### src/design/pwcv_pkg.sv
// shared types and constants for the piecewise waveform command voltage unit
// request/response payload structs, csr register codes, sequencer states
// no dependencies
`default_nettype none

package pwcv_pkg;

   localparam int TIME_BITS         = 24;
   localparam int VOLT_BITS         = 16;
   localparam int SLOPE_BITS        = 32;
   localparam int FRAC_BITS         = 16;
   localparam int SPAN_BITS         = 16;
   localparam int STEPS_BITS        = 5;
   localparam int IDX_BITS          = 4;
   localparam int CSR_DATA_BITS     = 24;
   localparam int DEFAULT_MAX_STEPS = 16;

   // divider widths: voltage interpolation needs the full product,
   // the slope only the scaled voltage difference
   localparam int DIV_W       = VOLT_BITS + TIME_BITS;
   localparam int SLOPE_DIV_W = VOLT_BITS + FRAC_BITS;
   localparam int ITER_W      = $clog2(DIV_W + 1);

   localparam logic REQ_WRITE = 1'b0;
   localparam logic REQ_QUERY = 1'b1;

   typedef enum logic [1:0] {
      CSR_BASE_VOLTAGE,
      CSR_TOTAL_DURATION,
      CSR_STEPS_IN_USE,
      CSR_SIM_STEP
   } csr_index_type;

   typedef struct packed {
      logic                        req_type;
      logic [IDX_BITS-1:0]         entry_index;
      logic [TIME_BITS-1:0]        entry_time;
      logic signed [VOLT_BITS-1:0] entry_voltage;
      logic                        entry_ramp;
      logic [TIME_BITS-1:0]        query_time;
   } req_item_type;

   typedef struct packed {
      logic signed [VOLT_BITS-1:0]  command_voltage;
      logic signed [SLOPE_BITS-1:0] segment_slope;
      logic [SPAN_BITS-1:0]         step_span;
      logic                         split_needed;
   } rsp_item_type;

   typedef struct packed {
      logic                        ramp;
      logic signed [VOLT_BITS-1:0] voltage;
      logic [TIME_BITS-1:0]        time_tick;
   } step_type;

   typedef enum logic [3:0] {
      ST_IDLE,
      ST_READ,
      ST_CMP,
      ST_MUL,
      ST_VSTART,
      ST_VWAIT,
      ST_SSTART,
      ST_SWAIT,
      ST_DONE
   } seq_state_type;

   typedef struct packed {
      logic              start;
      logic [ITER_W-1:0] iters;
   } div_req_type;

endpackage

`default_nettype wire

### src/design/pwcv_div.sv
// restoring unsigned divider, one quotient bit per cycle
// dividend is aligned to the top; iters sets how many bits are produced
// depends on pwcv_pkg
`default_nettype none

module pwcv_div (
   input  wire logic                            clock,
   input  wire logic                            reset,
   input  wire pwcv_pkg::div_req_type           div_req,
   input  wire logic [pwcv_pkg::DIV_W-1:0]      dividend,
   input  wire logic [pwcv_pkg::TIME_BITS-1:0]  divisor,
   output logic                                 done,
   output logic [pwcv_pkg::DIV_W-1:0]           quotient
);

   localparam int DW = pwcv_pkg::DIV_W;
   localparam int TW = pwcv_pkg::TIME_BITS;

   logic                         busy_ff;
   logic                         done_ff;
   logic [pwcv_pkg::ITER_W-1:0]  cnt_ff;
   logic [TW-1:0]                rem_ff;
   logic [TW-1:0]                den_ff;
   logic [DW-1:0]                quo_ff;

   logic [TW:0] shifted;
   logic [TW:0] diff;
   logic        fits;

   always_comb begin
      shifted = {rem_ff, quo_ff[DW-1]};
      diff    = shifted - {1'b0, den_ff};
      fits    = shifted >= {1'b0, den_ff};
   end

   always_ff @(posedge clock) begin
      if (reset) begin
         busy_ff <= 1'b0;
         done_ff <= 1'b0;
      end else begin
         done_ff <= 1'b0;
         if (div_req.start) begin
            busy_ff <= 1'b1;
         end else if (busy_ff && cnt_ff == pwcv_pkg::ITER_W'(1)) begin
            busy_ff <= 1'b0;
            done_ff <= 1'b1;
         end
      end
   end

   always_ff @(posedge clock) begin
      if (div_req.start) begin
         cnt_ff <= div_req.iters;
         rem_ff <= '0;
         den_ff <= divisor;
         quo_ff <= dividend;
      end else if (busy_ff) begin
         cnt_ff <= cnt_ff - 1'b1;
         rem_ff <= fits ? diff[TW-1:0] : shifted[TW-1:0];
         quo_ff <= {quo_ff[DW-2:0], fits};
      end
   end

   assign done     = done_ff;
   assign quotient = quo_ff;

endmodule

`default_nettype wire

### src/design/piecewise_waveform_command_voltage_unit.sv
// write request: accepted with no response; query request: answered from the csr values
// alone when the table is empty or the time is outside the waveform, else after a scan of
// the step entries (registered table read) and, for a ramp, a multiply and two bit-serial
// divider passes (voltage, then slope), each with its start state; one request at a time;
// reset clears the csr registers (sim_step to 1) and the sequencer; the step table is not
// cleared and holds whatever was last written
`default_nettype none

module piecewise_waveform_command_voltage_unit #(
   parameter int MAX_STEPS = pwcv_pkg::DEFAULT_MAX_STEPS
) (
   input  wire logic                                clock,
   input  wire logic                                reset,
   input  wire logic                                req_valid,
   output logic                                     req_ready,
   input  wire pwcv_pkg::req_item_type              req_data,
   output logic                                     rsp_valid,
   input  wire logic                                rsp_ready,
   output pwcv_pkg::rsp_item_type                   rsp_data,
   input  wire logic                                csr_valid,
   output logic                                     csr_ready,
   input  wire pwcv_pkg::csr_index_type             csr_index,
   input  wire logic [pwcv_pkg::CSR_DATA_BITS-1:0]  csr_data
);

   localparam int TW     = pwcv_pkg::TIME_BITS;
   localparam int VW     = pwcv_pkg::VOLT_BITS;
   localparam int SW     = pwcv_pkg::SLOPE_BITS;
   localparam int DW     = pwcv_pkg::DIV_W;
   localparam int ADDR_W = (MAX_STEPS > 1) ? $clog2(MAX_STEPS) : 1;
   localparam int CNT_W  = $clog2(MAX_STEPS + 1);

   // csr registers
   logic signed [VW-1:0]               base_voltage_ff;
   logic [TW-1:0]                      total_duration_ff;
   logic [pwcv_pkg::STEPS_BITS-1:0]    steps_in_use_ff;
   logic [pwcv_pkg::SPAN_BITS-1:0]     sim_step_ff;

   assign csr_ready = 1'b1;

   always_ff @(posedge clock) begin
      if (reset) begin
         base_voltage_ff   <= '0;
         total_duration_ff <= '0;
         steps_in_use_ff   <= '0;
         sim_step_ff       <= pwcv_pkg::SPAN_BITS'(1);
      end else if (csr_valid) begin
         unique case (csr_index)
            pwcv_pkg::CSR_BASE_VOLTAGE:   base_voltage_ff   <= csr_data[VW-1:0];
            pwcv_pkg::CSR_TOTAL_DURATION: total_duration_ff <= csr_data[TW-1:0];
            pwcv_pkg::CSR_STEPS_IN_USE:
               steps_in_use_ff <= csr_data[pwcv_pkg::STEPS_BITS-1:0];
            pwcv_pkg::CSR_SIM_STEP: sim_step_ff <= csr_data[pwcv_pkg::SPAN_BITS-1:0];
            default: ;
         endcase
      end
   end

   // sequencer and datapath registers
   pwcv_pkg::seq_state_type state_ff, state_in;
   logic [TW-1:0]           t_ff;
   logic [CNT_W-1:0]        k_ff;
   logic [CNT_W-1:0]        n_ff;
   logic [TW-1:0]           prev_t_ff;
   logic signed [VW-1:0]    prev_v_ff;
   logic [TW-1:0]           den_ff;
   logic [TW-1:0]           elapsed_ff;
   logic                    dv_neg_ff;
   logic [VW-1:0]           dv_mag_ff;
   logic [DW-1:0]           prod_ff;
   pwcv_pkg::rsp_item_type  res_ff;
   pwcv_pkg::rsp_item_type  rsp_ff;
   logic                    rsp_valid_ff;
   pwcv_pkg::step_type      rd_ff;

   pwcv_pkg::step_type      mem [MAX_STEPS];

   logic                    req_fire;
   logic                    query_fire;
   logic                    write_fire;
   logic                    write_in_range;
   logic [CNT_W-1:0]        n_in;
   logic                    query_empty;
   logic                    entry_passed;
   logic                    last_entry;
   logic [CNT_W-1:0]        k_next;
   logic signed [VW:0]      dv;
   logic [TW-1:0]           gap;
   logic                    load_out;
   pwcv_pkg::div_req_type   div_req;
   logic [DW-1:0]           div_dividend;
   logic                    div_done;
   logic [DW-1:0]           div_quo;
   logic [VW:0]             volt_delta;
   logic [VW:0]             volt_sum;
   logic [SW-1:0]           slope_val;

   always_comb begin
      req_fire       = req_valid && req_ready;
      query_fire     = req_fire && (req_data.req_type == pwcv_pkg::REQ_QUERY);
      write_fire     = req_fire && (req_data.req_type == pwcv_pkg::REQ_WRITE);
      write_in_range = int'(req_data.entry_index) < MAX_STEPS;
      if (int'(steps_in_use_ff) > MAX_STEPS) begin
         n_in = CNT_W'(MAX_STEPS);
      end else begin
         n_in = CNT_W'(steps_in_use_ff);
      end
      query_empty  = (n_in == '0) || (req_data.query_time >= total_duration_ff);
      entry_passed = rd_ff.time_tick <= t_ff;
      k_next       = k_ff + 1'b1;
      last_entry   = k_next == n_ff;
      dv           = {rd_ff.voltage[VW-1], rd_ff.voltage} - {prev_v_ff[VW-1], prev_v_ff};
      gap          = rd_ff.time_tick - t_ff;
   end

   // voltage and slope from the divider quotient, sign applied afterwards
   always_comb begin
      volt_delta = dv_neg_ff ? -{1'b0, div_quo[VW-1:0]} : {1'b0, div_quo[VW-1:0]};
      volt_sum   = {prev_v_ff[VW-1], prev_v_ff} + volt_delta;
      if (!dv_neg_ff) begin
         if (|div_quo[DW-1:SW-1]) begin
            slope_val = {1'b0, {(SW-1){1'b1}}};
         end else begin
            slope_val = div_quo[SW-1:0];
         end
      end else begin
         if ((|div_quo[DW-1:SW]) || (div_quo[SW-1] && (|div_quo[SW-2:0]))) begin
            slope_val = {1'b1, {(SW-1){1'b0}}};
         end else begin
            slope_val = -div_quo[SW-1:0];
         end
      end
   end

   // next state
   always_comb begin
      state_in = state_ff;
      unique case (state_ff)
         pwcv_pkg::ST_IDLE: begin
            if (query_fire) begin
               state_in = query_empty ? pwcv_pkg::ST_DONE : pwcv_pkg::ST_READ;
            end
         end
         pwcv_pkg::ST_READ: state_in = pwcv_pkg::ST_CMP;
         pwcv_pkg::ST_CMP: begin
            if (entry_passed) begin
               state_in = last_entry ? pwcv_pkg::ST_DONE : pwcv_pkg::ST_READ;
            end else begin
               state_in = rd_ff.ramp ? pwcv_pkg::ST_MUL : pwcv_pkg::ST_DONE;
            end
         end
         pwcv_pkg::ST_MUL:    state_in = pwcv_pkg::ST_VSTART;
         pwcv_pkg::ST_VSTART: state_in = pwcv_pkg::ST_VWAIT;
         pwcv_pkg::ST_VWAIT: begin
            if (div_done) state_in = pwcv_pkg::ST_SSTART;
         end
         pwcv_pkg::ST_SSTART: state_in = pwcv_pkg::ST_SWAIT;
         pwcv_pkg::ST_SWAIT: begin
            if (div_done) state_in = pwcv_pkg::ST_DONE;
         end
         pwcv_pkg::ST_DONE: begin
            if (load_out) state_in = pwcv_pkg::ST_IDLE;
         end
         default: state_in = pwcv_pkg::ST_IDLE;
      endcase
   end

   // sequencer outputs
   always_comb begin
      req_ready     = state_ff == pwcv_pkg::ST_IDLE;
      load_out      = (state_ff == pwcv_pkg::ST_DONE) && (!rsp_valid_ff || rsp_ready);
      div_req.start = (state_ff == pwcv_pkg::ST_VSTART) || (state_ff == pwcv_pkg::ST_SSTART);
      if (state_ff == pwcv_pkg::ST_VSTART) begin
         div_req.iters = pwcv_pkg::ITER_W'(DW);
         div_dividend  = prod_ff;
      end else begin
         div_req.iters = pwcv_pkg::ITER_W'(pwcv_pkg::SLOPE_DIV_W);
         // scaled difference placed at the top, zero padding below
         div_dividend  = {dv_mag_ff, {(DW - VW){1'b0}}};
      end
   end

   always_ff @(posedge clock) begin
      if (reset) begin
         state_ff     <= pwcv_pkg::ST_IDLE;
         rsp_valid_ff <= 1'b0;
      end else begin
         state_ff <= state_in;
         if (load_out) begin
            rsp_valid_ff <= 1'b1;
         end else if (rsp_ready) begin
            rsp_valid_ff <= 1'b0;
         end
      end
   end

   always_ff @(posedge clock) begin
      if (load_out) rsp_ff <= res_ff;
   end

   // step table
   always_ff @(posedge clock) begin
      if (write_fire && write_in_range) begin
         mem[ADDR_W'(req_data.entry_index)] <= '{ramp:      req_data.entry_ramp,
                                                 voltage:   req_data.entry_voltage,
                                                 time_tick: req_data.entry_time};
      end
      rd_ff <= mem[k_ff[ADDR_W-1:0]];
   end

   always_ff @(posedge clock) begin
      unique case (state_ff)
         pwcv_pkg::ST_IDLE: begin
            if (query_fire) begin
               t_ff                   <= req_data.query_time;
               k_ff                   <= '0;
               n_ff                   <= n_in;
               prev_t_ff              <= '0;
               prev_v_ff              <= base_voltage_ff;
               res_ff.command_voltage <= base_voltage_ff;
               res_ff.segment_slope   <= '0;
               res_ff.step_span       <= sim_step_ff;
               res_ff.split_needed    <= 1'b0;
            end
         end
         pwcv_pkg::ST_CMP: begin
            if (entry_passed) begin
               prev_t_ff <= rd_ff.time_tick;
               prev_v_ff <= rd_ff.voltage;
               k_ff      <= k_next;
               if (last_entry) res_ff.command_voltage <= rd_ff.voltage;
            end else begin
               den_ff     <= rd_ff.time_tick - prev_t_ff;
               elapsed_ff <= t_ff - prev_t_ff;
               dv_neg_ff  <= dv[VW];
               dv_mag_ff  <= dv[VW] ? VW'(-dv) : dv[VW-1:0];
               if (!rd_ff.ramp) res_ff.command_voltage <= prev_v_ff;
               // next step lands inside this sim step
               if (gap < TW'(sim_step_ff)) begin
                  res_ff.step_span    <= pwcv_pkg::SPAN_BITS'(gap);
                  res_ff.split_needed <= 1'b1;
               end
            end
         end
         pwcv_pkg::ST_MUL:
            prod_ff <= {{(DW - VW){1'b0}}, dv_mag_ff} * {{(DW - TW){1'b0}}, elapsed_ff};
         pwcv_pkg::ST_VWAIT: begin
            if (div_done) res_ff.command_voltage <= volt_sum[VW-1:0];
         end
         pwcv_pkg::ST_SWAIT: begin
            if (div_done) res_ff.segment_slope <= slope_val;
         end
         default: ;
      endcase
   end

   pwcv_div u_div (
      .clock    (clock),
      .reset    (reset),
      .div_req  (div_req),
      .dividend (div_dividend),
      .divisor  (den_ff),
      .done     (div_done),
      .quotient (div_quo)
   );

   assign rsp_valid = rsp_valid_ff;
   assign rsp_data  = rsp_ff;

endmodule

`default_nettype wire

### config.mk
export PLATFORM = sky130hd
export DESIGN_NAME = piecewise_waveform_command_voltage_unit
export DESIGN_NICKNAME = d
export VERILOG_FILES = /design/src/design/pwcv_pkg.sv /design/src/design/pwcv_div.sv /design/src/design/piecewise_waveform_command_voltage_unit.sv
export SDC_FILE = /design/constraint.sdc
export NUM_CORES = 2
export LEC_CHECK = 0
export ABC_AREA = 1
export BUFFER_PORTS_ARGS = -buffer_cell sky130_fd_sc_hd__clkbuf_2
export CAP_MARGIN = 10
export CELL_PAD_IN_SITES_DETAIL_PLACEMENT = 1
export CELL_PAD_IN_SITES_GLOBAL_PLACEMENT = 1
export CORE_ASPECT_RATIO = 0.5
export CORE_UTILIZATION = 54
export CTS_CLUSTER_SIZE = 40
export DETAILED_ROUTE_END_ITERATION = 10
export GPL_ROUTABILITY_DRIVEN = 0
export PLACE_DENSITY_LB_ADDON = 0.1
export SKIP_CTS_REPAIR_TIMING = 1
export SYNTH_ARGS = -nofsm -noshare
export SYNTH_HDL_FRONTEND = slang
export SYNTH_SLANG_ARGS = --single-unit
### constraint.sdc
create_clock -name clock -period 9.8 [get_ports clock]
set_input_delay 1.47 -clock clock [delete_from_list [all_inputs] [get_ports clock]]
set_output_delay 1.47 -clock clock [all_outputs]
set_load 0.005 [all_outputs]
==> metrics.md <==
| Metric | Value |
|---|---|
| Fill count | 13,440 |
| Final Critical Period | 6.708 ns |
| Worst slack, placed | 3.228 ns |
| Layout Nets | 7,516 |
| WS Path Type | register to register |
| Syn Inst Count | 6,790 |
| Sequential cell area fraction in the yosys report | 0.5092 |
| Clock sinks | 1,168 |
| Hold path startpoint | res_ff[47] |
| Antenna violations before repair | 16 |
| Final Hold Viols | 0 |
| Max clock buf depth | 3 |
| Fin worst setup slack | 3.092 ns |
| CTS root buffer | clkbuf_16 |
| Core ar. | 121,200 um2 |
| Maximum vdd drop | 171.6 uV |
| RSZ-0062 raised after global routing | no |
| Area taken by multi-input logic gates | 27,520 um2 |
| Setup violators final | 0 |
| I/O Buffers | 167 |
| Final Max Slew Viols | 0 |
| Met2 Routed Length | 103,900 um |
| DIE WIDTH | 497.4 um |
| PD cells | 165.8 nW/um2 |
| Largest net degree at the start of global routing | 167 |
| DRT met1 WL | 85,990 um |
| Pwr Total | 11.96 mW |
| Synth Flop Type | edfxtp_1 |
| Worst skew pair latency | 0.77 ns |
| Routed wire length per instance | 25.48 um |
| Area grow syn2layout | 8.852% |
| Reg2Reg Depth | 19 |
| Initial drt markers | 5,095 |
| Hold Crit Class | register to register |
| Mapped Nets | 7,484 |
| Register Area | 33,740 um2 |
| Top-area cell type share of the netlist area | 0.4690 |
| TritonCTS clock tree | done |
| Critical Path Fanout Max | 25 |
| Worst r2r src | dv_mag_ff[8] |
| Syn_area_per_cell | 9.759 um2 |
| Routed Wire Length | 217,100 um |
| Rel. slew slack | 0.1718 |
| # rows | 90 |
| Pre-antenna DRT Iters | 6 |
| Syn Std Cell Area | 66,270 um2 |
| Full die area | 124,200 um2 |
| Register bit count reported by yosys | 1,168 |
| Most common cell after layout, fill and taps aside | nand2_1 |
| Async SR Flop Fraction | 0 |
| Setup TNS | 0 ns |
| Clock Skews | 0.07614 ns |
| Period utilization | 0.6845 |
| Run status | finished clean |
| Initial Utilization | 0.5469 |
| Number of remaining DRC errors | 0 |
| Fin area | 72,130 um2 |
| Top Metal Used | met5 |
| Most frequent cells in the layout | nand2_1, edfxtp_1, inv_1 |
| Hold Crit Depth | 0 |
| # placed instances | 8,328 |
| Netlist cell types | 61 |
| Total of warnings raised by yosys | 0 |
| Dpl hpwl | 149,400 um |
| CTS H-tree depth | 3 |
| Max Cap Viol | 0 |
| Leakage | 30.14 nW |
| Most area-hungry cell type in the Yosys netlist | edfxtp_1 |
| Placed cell area | 68,570 um2 |
| Die Height | 249.7 um |
| WHS | 0.3979 ns |
| First-pass GRT wire length | 328,700 um |
| GR Util All Layers | 0.3502 |
| # IOs | 169 |
| Layout cells sized above 1 | 0.07309 |
| Crit path launch | dv_mag_ff[8] |
| Total congestion overflow | 0 |
| Non-filler instance count after layout | 8,522 |
| R2R Setup Slk | 3.09 ns |
| Total number of vias | 50,850 |
| Top cells by area, synth | edfxtp_1, fa_1, nand2_1, inv_1, ha_1 |
| Antenna Nets Post-Route | 0 |
| Vias/cell | 5.967 |
| Peak Freq | 149.1 MHz |
| Clock-pin slew on the worst setup and hold paths | 0.07 ns |
| Critical Path Start Type | register |
| CP Data Arrival Time | 7.19 ns |
| Worst-Margin Slew | 1.239 ns |
| Met3 routed WL | 15,010 um |
| Final Util | 0.5953 |
| Number of flops mapped to enable cells by yosys | 1,035 |
| TritonCTS buffer count | 101 |
| Vias in the first global route | 54,510 |
| Crit. End Element | register |
| CP Data Required Time | 10.28 ns |
## final timing paths
kind                                endpoint
worst min-delay path            rsp_data[47]
worst max-delay path             prod_ff[31]
worst max register to register   prod_ff[31]
worst min register to register  rsp_data[47]
## cell usage after synthesis (all sizes together), types with 6 or more instances
cell type,number
nand2,1161
inv,1050
edfxtp,1035
nor2,762
o21ai,627
fa,312
ha,281
a21oi,279
clkbuf,260
o22ai,208
nand3,199
dfxtp,133
xor2,104
nand4,76
xnor2,45
buf,44
nor3,42
a21o,23
a31oi,21
o211ai,21
o21bai,18
a22oi,15
nand3b,9
nor4,9
o2111ai,9
o21a,8
or2,6
## cells by family after synthesis
family / share of synthesized area
other: 0.00005659
xor gates and xnor gates: 0.02020
adders and majority gates: 0.1473
DFF: 0.5092
and+or+nand+nor: 0.1402
AOI/OAI and AO/OA: 0.1049
buffers and inverters: 0.07811
## layer usage
| metal | up-vias | GRT usage |
|---|---|---|
| li1 | 22600 | - |
| met1 | 25620 | 0.4498 |
| met2 | 2064 | 0.5825 |
| met3 | 542 | 0.04772 |
| met4 | 16 | 0.1822 |
| met5 | - | 0 |
## sequential cells by signal (all words and copies together), names as in the netlist, 40 cells and up
register,count
rsp_data,65
res_ff,65
rd_ff,41
mem,656
u_div.quotient,40
prod_ff,40
## power by group
group | total (mW) | switching (mW) | internal (mW)
logic | 1.86 | 1.30 | 0.563
registers | 5.76 | 0.130 | 5.63
clock network | 4.34 | 1.99 | 2.35
## final cells by class
class	count	area share
antenna	3	0.0001041
tap	1610	0.02793
clock buffer	134	0.03858
clock inverter	56	0.01034
timing repair buffer	233	0.01891
sequential	1168	0.4678
inverter	1051	0.05488
multi-input combinational	4267	0.3815
## critical path, cell delays in order (launching register included)
cell and delay [ns]:
edfxtp_1 1.11, nand2_1 0.20, fa_1 0.55, inv_1 0.06, fa_1 0.50, fa_1 0.54, fa_1 0.54, fa_1 0.57
inv_1 0.06, fa_1 0.53, inv_1 0.05, ha_1 0.41, nand2_1 0.11, nor2_1 0.15, inv_1 0.08, nor2_1 0.14
inv_1 0.08, o21ai_0 0.44, a21oi_1 0.15, xor2_1 0.17
Power figures use the tool's default switching activity.
